===== src/cbsc_pkg.sv =====
// Shared types and codes for the CBOR subset stream checker.
// No dependencies; imported by every module of the block except cbsc_in_stage.
`timescale 1ns / 1ps

package cbsc_pkg;

    // Parser phase
    typedef enum logic [1:0] {
        PH_HEAD    = 2'd0,
        PH_EXT     = 2'd1,
        PH_PAYLOAD = 2'd2,
        PH_IDLE    = 2'd3
    } t_phase;

    // Byte roles
    localparam logic [1:0] ROLE_HEAD    = 2'd0;
    localparam logic [1:0] ROLE_EXT     = 2'd1;
    localparam logic [1:0] ROLE_PAYLOAD = 2'd2;
    localparam logic [1:0] ROLE_IGNORED = 2'd3;

    // Major types
    localparam logic [2:0] MT_UINT   = 3'd0;
    localparam logic [2:0] MT_NEGINT = 3'd1;
    localparam logic [2:0] MT_BYTES  = 3'd2;
    localparam logic [2:0] MT_TEXT   = 3'd3;
    localparam logic [2:0] MT_ARRAY  = 3'd4;
    localparam logic [2:0] MT_MAP    = 3'd5;
    localparam logic [2:0] MT_TAG    = 3'd6;
    localparam logic [2:0] MT_SIMPLE = 3'd7;

    // Additional info values
    localparam logic [4:0] INFO_FALSE  = 5'd20;
    localparam logic [4:0] INFO_TRUE   = 5'd21;
    localparam logic [4:0] INFO_LEN1   = 5'd24;
    localparam logic [4:0] INFO_LEN2   = 5'd25;
    localparam logic [4:0] INFO_BADMIN = 5'd26;

    // Error codes
    localparam logic [3:0] ERR_NONE      = 4'd0;
    localparam logic [3:0] ERR_TOO_DEEP  = 4'd1;
    localparam logic [3:0] ERR_NEG_TAG   = 4'd2;
    localparam logic [3:0] ERR_SIMPLE    = 4'd3;
    localparam logic [3:0] ERR_LEN_FORM  = 4'd4;
    localparam logic [3:0] ERR_ITEMS     = 4'd5;
    localparam logic [3:0] ERR_KEY       = 4'd6;
    localparam logic [3:0] ERR_TRUNCATED = 4'd7;
    localparam logic [3:0] ERR_TRAILING  = 4'd8;

    localparam logic [5:0] MAX_ITEMS_RESET = 6'd32;

    // Per-byte result
    typedef struct packed {
        logic [3:0]  error_code;
        logic        accepted;
        logic        verdict_valid;
        logic [2:0]  values_closed;
        logic [2:0]  nest_level;
        logic [15:0] argument;
        logic        head_done;
        logic        is_key;
        logic [2:0]  major_type;
        logic [1:0]  byte_role;
    } t_result;

endpackage


===== src/cbsc_parser.sv =====
// Parser state and per-byte decode of the CBOR subset stream checker.
// Uses cbsc_pkg; one byte is decoded and the state updated per advance.
`timescale 1ns / 1ps

module cbsc_parser #(
    parameter int MAX_NEST = 4
) (
    input  logic            i_clk,
    input  logic            i_rst_n,
    input  logic            i_advance,
    input  logic [7:0]      i_data_byte,
    input  logic            i_last_byte,
    input  logic [5:0]      i_max_items,
    output cbsc_pkg::t_result o_result
);

    import cbsc_pkg::*;

    localparam int DEPTH = MAX_NEST + 1;
    localparam int IW    = $clog2(DEPTH);
    localparam int OW    = $clog2(DEPTH + 1);

    typedef logic [MAX_NEST:0][6:0] t_items;
    typedef logic [MAX_NEST:0]      t_flags;

    t_phase      r_phase,        n_phase;
    logic [2:0]  r_pend_major,   n_pend_major;
    logic        r_pend_key,     n_pend_key;
    logic [15:0] r_len,          n_len;
    logic [1:0]  r_ext_left,     n_ext_left;
    logic [15:0] r_pay_left,     n_pay_left;
    logic [OW-1:0] r_open,       n_open;
    t_items      r_items,        n_items;
    t_flags      r_is_map,       n_is_map;
    logic        r_top_done,     n_top_done;
    logic [3:0]  r_sticky,       n_sticky;

    // Next item opens a key when the innermost container is a map at an even count
    function automatic logic next_key(input logic [OW-1:0] open, input t_items items,
                                      input t_flags is_map);
        logic [IW-1:0] t;
        t = IW'(open - OW'(1));
        return (open != '0) && is_map[t] && !items[t][0];
    endfunction

    // State register
    always_ff @(posedge i_clk) begin
        if (!i_rst_n) begin
            r_phase      <= PH_HEAD;
            r_pend_major <= '0;
            r_pend_key   <= 1'b0;
            r_len        <= '0;
            r_ext_left   <= '0;
            r_pay_left   <= '0;
            r_open       <= '0;
            r_items      <= '0;
            r_is_map     <= '0;
            r_top_done   <= 1'b0;
            r_sticky     <= ERR_NONE;
        end else if (i_advance) begin
            r_phase      <= n_phase;
            r_pend_major <= n_pend_major;
            r_pend_key   <= n_pend_key;
            r_len        <= n_len;
            r_ext_left   <= n_ext_left;
            r_pay_left   <= n_pay_left;
            r_open       <= n_open;
            r_items      <= n_items;
            r_is_map     <= n_is_map;
            r_top_done   <= n_top_done;
            r_sticky     <= n_sticky;
        end
    end

    // Decode one byte, complete heads, close finished containers
    always_comb begin
        logic        k;
        logic [4:0]  info;
        logic [2:0]  mt;
        logic        act_complete;
        logic [2:0]  c_major;
        logic [15:0] c_arg;
        logic        c_key;
        logic        act_fin;
        logic        fin_key;
        logic        do_check;
        logic        go;
        logic [3:0]  raise_code;
        logic [1:0]  ext_dec;
        logic [15:0] pay_dec;
        logic [IW-1:0] top;
        logic [3:0]  verdict_err;

        n_phase      = r_phase;
        n_pend_major = r_pend_major;
        n_pend_key   = r_pend_key;
        n_len        = r_len;
        n_ext_left   = r_ext_left;
        n_pay_left   = r_pay_left;
        n_open       = r_open;
        n_items      = r_items;
        n_is_map     = r_is_map;
        n_top_done   = r_top_done;
        n_sticky     = r_sticky;

        o_result     = '0;
        o_result.byte_role = ROLE_IGNORED;

        k            = next_key(r_open, r_items, r_is_map);
        info         = i_data_byte[4:0];
        mt           = i_data_byte[7:5];
        act_complete = 1'b0;
        c_major      = r_pend_major;
        c_arg        = '0;
        c_key        = r_pend_key;
        act_fin      = 1'b0;
        fin_key      = 1'b0;
        do_check     = 1'b0;
        go           = 1'b0;
        raise_code   = ERR_NONE;
        ext_dec      = (r_ext_left != 2'd0) ? r_ext_left - 2'd1 : 2'd0;
        pay_dec      = (r_pay_left != 16'd0) ? r_pay_left - 16'd1 : 16'd0;
        top          = IW'(r_open);
        verdict_err  = ERR_NONE;

        case (r_phase)
            PH_HEAD: begin
                o_result.byte_role  = ROLE_HEAD;
                o_result.major_type = mt;
                o_result.is_key     = k;
                o_result.nest_level = 3'(r_open);
                n_pend_major        = mt;
                n_pend_key          = k;
                if (k && mt != MT_TEXT) begin
                    raise_code = ERR_KEY;
                end else if (!k && (mt == MT_NEGINT || mt == MT_TAG)) begin
                    raise_code = ERR_NEG_TAG;
                end else if (!k && mt == MT_SIMPLE && info != INFO_FALSE &&
                             info != INFO_TRUE) begin
                    raise_code = ERR_SIMPLE;
                end else if (info >= INFO_BADMIN) begin
                    raise_code = ERR_LEN_FORM;
                end else if (info < INFO_LEN1) begin
                    act_complete = 1'b1;
                    c_major      = mt;
                    c_arg        = {11'd0, info};
                    c_key        = k;
                end else begin
                    n_len      = '0;
                    n_ext_left = (info == INFO_LEN1) ? 2'd1 : 2'd2;
                    n_phase    = PH_EXT;
                end
            end
            PH_EXT: begin
                o_result.byte_role  = ROLE_EXT;
                o_result.major_type = r_pend_major;
                o_result.is_key     = r_pend_key;
                o_result.nest_level = 3'(r_open);
                n_len               = {r_len[7:0], i_data_byte};
                n_ext_left          = ext_dec;
                if (ext_dec == 2'd0) begin
                    act_complete = 1'b1;
                    c_arg        = n_len;
                end
            end
            PH_PAYLOAD: begin
                o_result.byte_role  = ROLE_PAYLOAD;
                o_result.major_type = r_pend_major;
                o_result.is_key     = r_pend_key;
                o_result.nest_level = 3'(r_open);
                n_pay_left          = pay_dec;
                if (pay_dec == 16'd0) begin
                    act_fin = 1'b1;
                    fin_key = r_pend_key;
                end
            end
            default: begin
                if (r_sticky == ERR_NONE && r_top_done) begin
                    raise_code = ERR_TRAILING;
                end
            end
        endcase

        // Complete a decoded head
        if (act_complete) begin
            o_result.head_done = 1'b1;
            o_result.argument  = c_arg;
            if (c_key || c_major == MT_BYTES || c_major == MT_TEXT) begin
                if (c_arg == 16'd0) begin
                    act_fin = 1'b1;
                    fin_key = c_key;
                end else begin
                    n_pay_left = c_arg;
                    n_phase    = PH_PAYLOAD;
                end
            end else if (c_major == MT_ARRAY || c_major == MT_MAP) begin
                if (c_arg > {10'd0, i_max_items}) begin
                    raise_code = ERR_ITEMS;
                end else if (c_arg == 16'd0) begin
                    act_fin = 1'b1;
                end else if (r_open > OW'(MAX_NEST)) begin
                    raise_code = ERR_TOO_DEEP;
                end else begin
                    // Push a new container level
                    n_items[top]  = (c_major == MT_MAP) ? {c_arg[5:0], 1'b0}
                                                        : {1'b0, c_arg[5:0]};
                    n_is_map[top] = (c_major == MT_MAP);
                    n_open        = r_open + OW'(1);
                    n_phase       = PH_HEAD;
                    do_check      = 1'b1;
                end
            end else begin
                act_fin = 1'b1;
            end
        end

        // Finish an item and close every container it completes
        if (act_fin) begin
            o_result.values_closed = 3'd1;
            if (fin_key) begin
                if (r_open != '0 && r_items[IW'(r_open - OW'(1))] != 7'd0) begin
                    n_items[IW'(r_open - OW'(1))] = r_items[IW'(r_open - OW'(1))] - 7'd1;
                end
            end else begin
                go = (r_open != '0);
                for (int i = MAX_NEST; i >= 0; i--) begin
                    if (go && n_open == OW'(i + 1)) begin
                        if (n_items[i] != 7'd0) begin
                            n_items[i] = n_items[i] - 7'd1;
                        end
                        if (n_items[i] != 7'd0) begin
                            go = 1'b0;
                        end else begin
                            n_open = n_open - OW'(1);
                            o_result.values_closed = o_result.values_closed + 3'd1;
                        end
                    end
                end
                if (n_open == '0) begin
                    n_top_done = 1'b1;
                end
            end
            n_phase  = n_top_done ? PH_IDLE : PH_HEAD;
            do_check = 1'b1;
        end

        // Depth check: a value would have to start beyond the bound
        if (do_check && !n_top_done && !next_key(n_open, n_items, n_is_map) &&
            n_open > OW'(MAX_NEST)) begin
            raise_code = ERR_TOO_DEEP;
        end

        // Latch the first error and stop parsing
        if (raise_code != ERR_NONE) begin
            if (n_sticky == ERR_NONE) begin
                n_sticky = raise_code;
            end
            n_phase = PH_IDLE;
        end

        // Verdict on the last byte, then restart
        if (i_last_byte) begin
            if (n_sticky != ERR_NONE) begin
                verdict_err = n_sticky;
            end else if (!n_top_done) begin
                verdict_err = ERR_TRUNCATED;
            end
            o_result.verdict_valid = 1'b1;
            o_result.error_code    = verdict_err;
            o_result.accepted      = (verdict_err == ERR_NONE);
            n_phase      = PH_HEAD;
            n_pend_major = '0;
            n_pend_key   = 1'b0;
            n_len        = '0;
            n_ext_left   = '0;
            n_pay_left   = '0;
            n_open       = '0;
            n_items      = '0;
            n_is_map     = '0;
            n_top_done   = 1'b0;
            n_sticky     = ERR_NONE;
        end
    end

endmodule


===== config.mk =====
export PLATFORM = sky130hd
export DESIGN_NAME = cbsc_parser
export DESIGN_NICKNAME = d
export VERILOG_FILES = /design/src/cbsc_pkg.sv /design/src/cbsc_parser.sv
export SDC_FILE = /design/constraint.sdc
export NUM_CORES = 1
export LEC_CHECK = 0
export ABC_AREA = 1
export BUFFER_PORTS_ARGS = -buffer_cell sky130_fd_sc_hd__buf_2
export CORE_MARGIN = 2
export CORE_UTILIZATION = 64
export DETAILED_ROUTE_END_ITERATION = 7
export PLACE_DENSITY = 0.82
export SETUP_SLACK_MARGIN = 0.3
export SLEW_MARGIN = 20
export SYNTH_ARGS = -nofsm -noshare
export SYNTH_HDL_FRONTEND = slang
export SYNTH_SLANG_ARGS = --single-unit

===== constraint.sdc =====
create_clock -name i_clk -period 11.6 [get_ports i_clk]
set_input_delay 1.16 -clock i_clk [delete_from_list [all_inputs] [get_ports i_clk]]
set_output_delay 1.16 -clock i_clk [all_outputs]
set_load 0.005 [all_outputs]

==> results list <==
* Status: finished clean
- Overall via count from detail_route: 11100
- Row generation in the floorplan step produced 43 rows.
* Residual DRC count: 0
* Count of synthesis-stage warnings from yosys: 0
- Transition at the pin with the smallest max-transition slack: 1070 ps
- Counting instances, the worst hold path has a depth of 2.
* Synth Area in Adders: 0.0448
* Class of the most critical setup path: reg -> out
* Number of H-tree branching levels: 3
- The total overflow left after global routing is 0.
- The filler cells instantiated in the layout total 1263.
* Dominant combinational cell family by area after synthesis: simple AND/OR/NAND/NOR gates
* Multiplexer share of the synthesized area: 0.00108
* Kind of end point of the critical path: output port
- Nets: 1642
- Antenna-violating nets left: 0
- Pin count of the biggest net entering global routing: 76
- Measured in cells, the most critical reg-to-reg path has a length of 69.
- In the final routed layout, each cell accounts on average for 17.9 um.
- Final HPWL DP: 22.9 mm
- After technology mapping, the gate count stands at 1553.
- Slew Limit Headroom: 0.283
* Area share of the largest cell type after synthesis: 0.174
- After clock tree synthesis, the clock-pin slew on the worst setup and hold paths is 70 ps.
* Die X: 124 um
* Clock sink count: 80
- The worst path in the final design needs a cycle of 10640 ps, including I/O delays and setup.
- From synthesis to final layout, the design area changed by 9.68%.
- After the flow finishes, the layout carries non-filler instances totaling 1775.
- Of the total synthesized cell area, the portion taken by AND, OR, NAND and NOR gates is 0.386.
* Ratio of cells with drive above 1 in the final layout: 0.159
* Post-synthesis cell type with the largest combined area: dfxtp_1
- IR analysis of the VDD net gives a maximum drop of 0.0909 mV.
* Slack of the worst reg-to-reg path: 2650 ps
- The worst hold path terminates at r_len[4].
- Finish-stage setup viols: 0
- Via-to-Cell Ratio: 6.27
* Beginning of the worst hold path: r_len[4]
- Of the synthesized area, sequential elements account for 0.174.
- The number of max-slew violations in the final report is 0.
- The number of placed instances, taps included, is 1736.
* Number of port buffers: 52
- First-pass GRT wire length: 48.8 mm
* Initial Util: 0.660
* Area of the multi-input gates: 6720 sq um
- Counting the buffers created by CTS gives 9.
- Of all nets on the critical path, the largest fanout is 13.
- Die Height: 124 um
* Data required time of the worst path: 10440 ps
- The share of the synthesized area in compound gates (AO/OA/AOI/OAI) is 0.253.
- Cell type of the slowest stage on the worst timing path: dfxtp_4
- The via count of the first global-routing pass is 9707.
* Synthesized net count: 1604
- Most frequently used cell type in the post-synthesis netlist: nand2_1
- Max Root-Sink Buffers: 2
- Class of the most critical hold timing path: reg -> reg
* Count of flip-flops with a built-in enable after synthesis: 0
- Xor/xnor cell area share of the yosys netlist: 0.0313
* Top cells by count, synth: nand2_1 (400), inv_1 (162), a21oi_1 (145)
- Initial antenna violation count: 1
- STA classifies the critical path startpoint as a flop.
* Sequential standard cell area: 1610 sq um
- Counting flops and latches in the post-synthesis netlist gives 80.
- Clock latency on the worst-skew pair, taken at its later pin, is 350 ps.
- Max frequency: 0.0939 GHz
- For this run, the detailed router's first-pass iteration total came to 7.
- In this run the count of I/O pins placed on the die edge is 53.
- Arrival time reported for the critical path endpoint: 9480 ps
- Core region area: 14000 sq um
* Share of async-settable or async-resettable flops after synthesis: 0
- Of the available clock period, the critical path in the final layout requires 0.918.
- In the synthesized netlist the dominant register cell turns out to be dfxtp_1.
- The final hold violation count is 0.
* Gp weighted congestion: 1.02
- Mapped Area: 9230 sq um
- Setup repair after global routing missed its margin: false
- Final-layout setup total negative slack: 0 ps
- The tool flagged a number of max-cap violations equal to 0.
* Count of hold buffers inserted by post-cts repair: 0
* Setup clock skew after layout: 6.07 ps
* Number of distinct library cell variants in the gate-level netlist after synthesis: 61
* Largest stage delay on the critical path: 400 ps
- Number of violations reported at the end of detailed-routing iteration 0: 1543
* Clock Root Buffer: clkbuf_16
* Capturing point of the worst reg2reg path: r_sticky[0]
- The die covers 15400 sq um.
- In the global route stage, overall resource usage came out at 0.406.
- Power density over cell area: 132 nW/um^2
- In this run the critical register-to-register path is launched from r_open[0].
- TritonCTS built the clock tree.
* N_diodes: 0
- Final routed wirelength across all metal layers: 31.8 mm
- The cell that appears most often on the critical path is nand2_1.
* Synth area leaders: dfxtp_1 (17%), nand2_1 (16%), a21oi_1 (7.9%), inv_1 (6.6%), o21ai_0 (6.2%)
- Standby leakage power: 4.63 nW
- A synthesized cell averages 5.94 sq um.
==> power by group <==
group          switching, mW  internal [mW]  leakage, nW
clock                  0.127          0.188        0.153
sequential            0.0170          0.287        0.649
combinational          0.488          0.225         3.83
total                  0.632          0.700         4.63
==> worst max-delay path: cells and delay by family, from the launching register on <==
kind	cells	cell delay [ps]
DFF	1	400
AOI/OAI and AO/OA	3	550
buffers and inverters	12	1230
adders and majority gates	6	1360
and+or+nand+nor	50	5580
==> cell type report <==
cell class / count / share of cell area
multi-input cells: 1219 / 0.664
inverters: 197 / 0.0738
well taps: 180 / 0.0223
flip-flops and latches: 80 / 0.159
repair buffers: 84 / 0.0507
clock inverters: 5 / 0.00816
clock buffers: 10 / 0.0226
==> metrics by stage <==
step | utilization | setup WS, ps | total power, mW | hold slack (ps) | instance area [sq um]
finish | 0.723 | 955 | 1.33 | 462 | 10100
detailed placement | 0.679 | 137 | 0.964 | 453 | 9500
floorplan | - | 2130 | 0.810 | 429 | 9230
global placement | 0.679 | 616 | 0.957 | 447 | 9500
global route | 0.723 | 256 | 1.41 | 493 | 10100
CTS | 0.705 | 306 | 1.28 | 462 | 9860
==> state kept, by name, summed over array words and instances, names as in the netlist <==
signal        count
r_pend_major      3
r_items          35
r_phase           2
r_pend_key        1
r_pay_left       16
r_sticky          4
r_is_map          5
r_top_done        1
r_open            3
r_ext_left        2
r_len             8
==> how the worst max path moves through the flow <==
stage	startpoint	endpoint	slack, ps	cells after the start
2_1_floorplan	i_data_byte[3]	o_result[32]	2130	63
3_3_place_gp	r_open[0]	o_result[32]	620	68
3_5_place_dp	r_open[0]	o_result[32]	140	68
4_1_cts	r_open[0]	o_result[32]	310	70
5_1_grt	r_open[0]	o_result[32]	260	71
6_report	r_open[0]	o_result[32]	960	71
==> cells in the final DEF (no fill, tap or decap), types with 5 or more instances in the layout <==
master / n
o221ai_1: 16
a21oi_1: 145
nor3_1: 31
nor2_1: 135
or2_2: 7
nor4_1: 5
o21ai_2: 14
o21ai_1: 15
xor2_1: 19
ha_1: 30
nor2_4: 15
o21ai_0: 112
o22ai_1: 7
xnor2_1: 14
nand2_1: 392
inv_2: 29
nand3_1: 73
buf_2: 52
nand2_2: 29
dfxtp_1: 78
clkbuf_16: 9
nand2_4: 12
nand4_1: 27
buf_4: 31
a211oi_1: 5
inv_1: 160
nand3_2: 13
o211ai_1: 36
o2111ai_1: 13
clkinv_1: 5
==> cells by family after synthesis <==
logic type | after synthesis
adder cells (fa/ha/maj) | 33
buffers and inverters | 254
AO/OA/AOI/OAI | 390
AND/OR/NAND/NOR | 762
multiplexers | 1
XOR/XNOR | 33
flip-flops | 80
==> routing by layer <==
| layer | GRT usage | up-vias | share of wire |
|---|---|---|---|
| met3 | 0.0824 | 94 | 0.13 |
| met4 | 0.127 | 2 | 0.027 |
| met2 | 0.619 | 692 | 0.43 |
| met1 | 0.573 | 5071 | 0.42 |
| li1 | - | 5271 | - |
| met5 | 0 | - | 0.00054 |
==> timing repair <==
item                                    in CTS  in global routing
resized for setup                            7                 25
endpoints found under the setup margin       4                  4
pin swaps                                    3                 12
buffers inserted                             4                 20
gates cloned                                 0                  0
No activity file was read; power rests on OpenSTA's default activity.
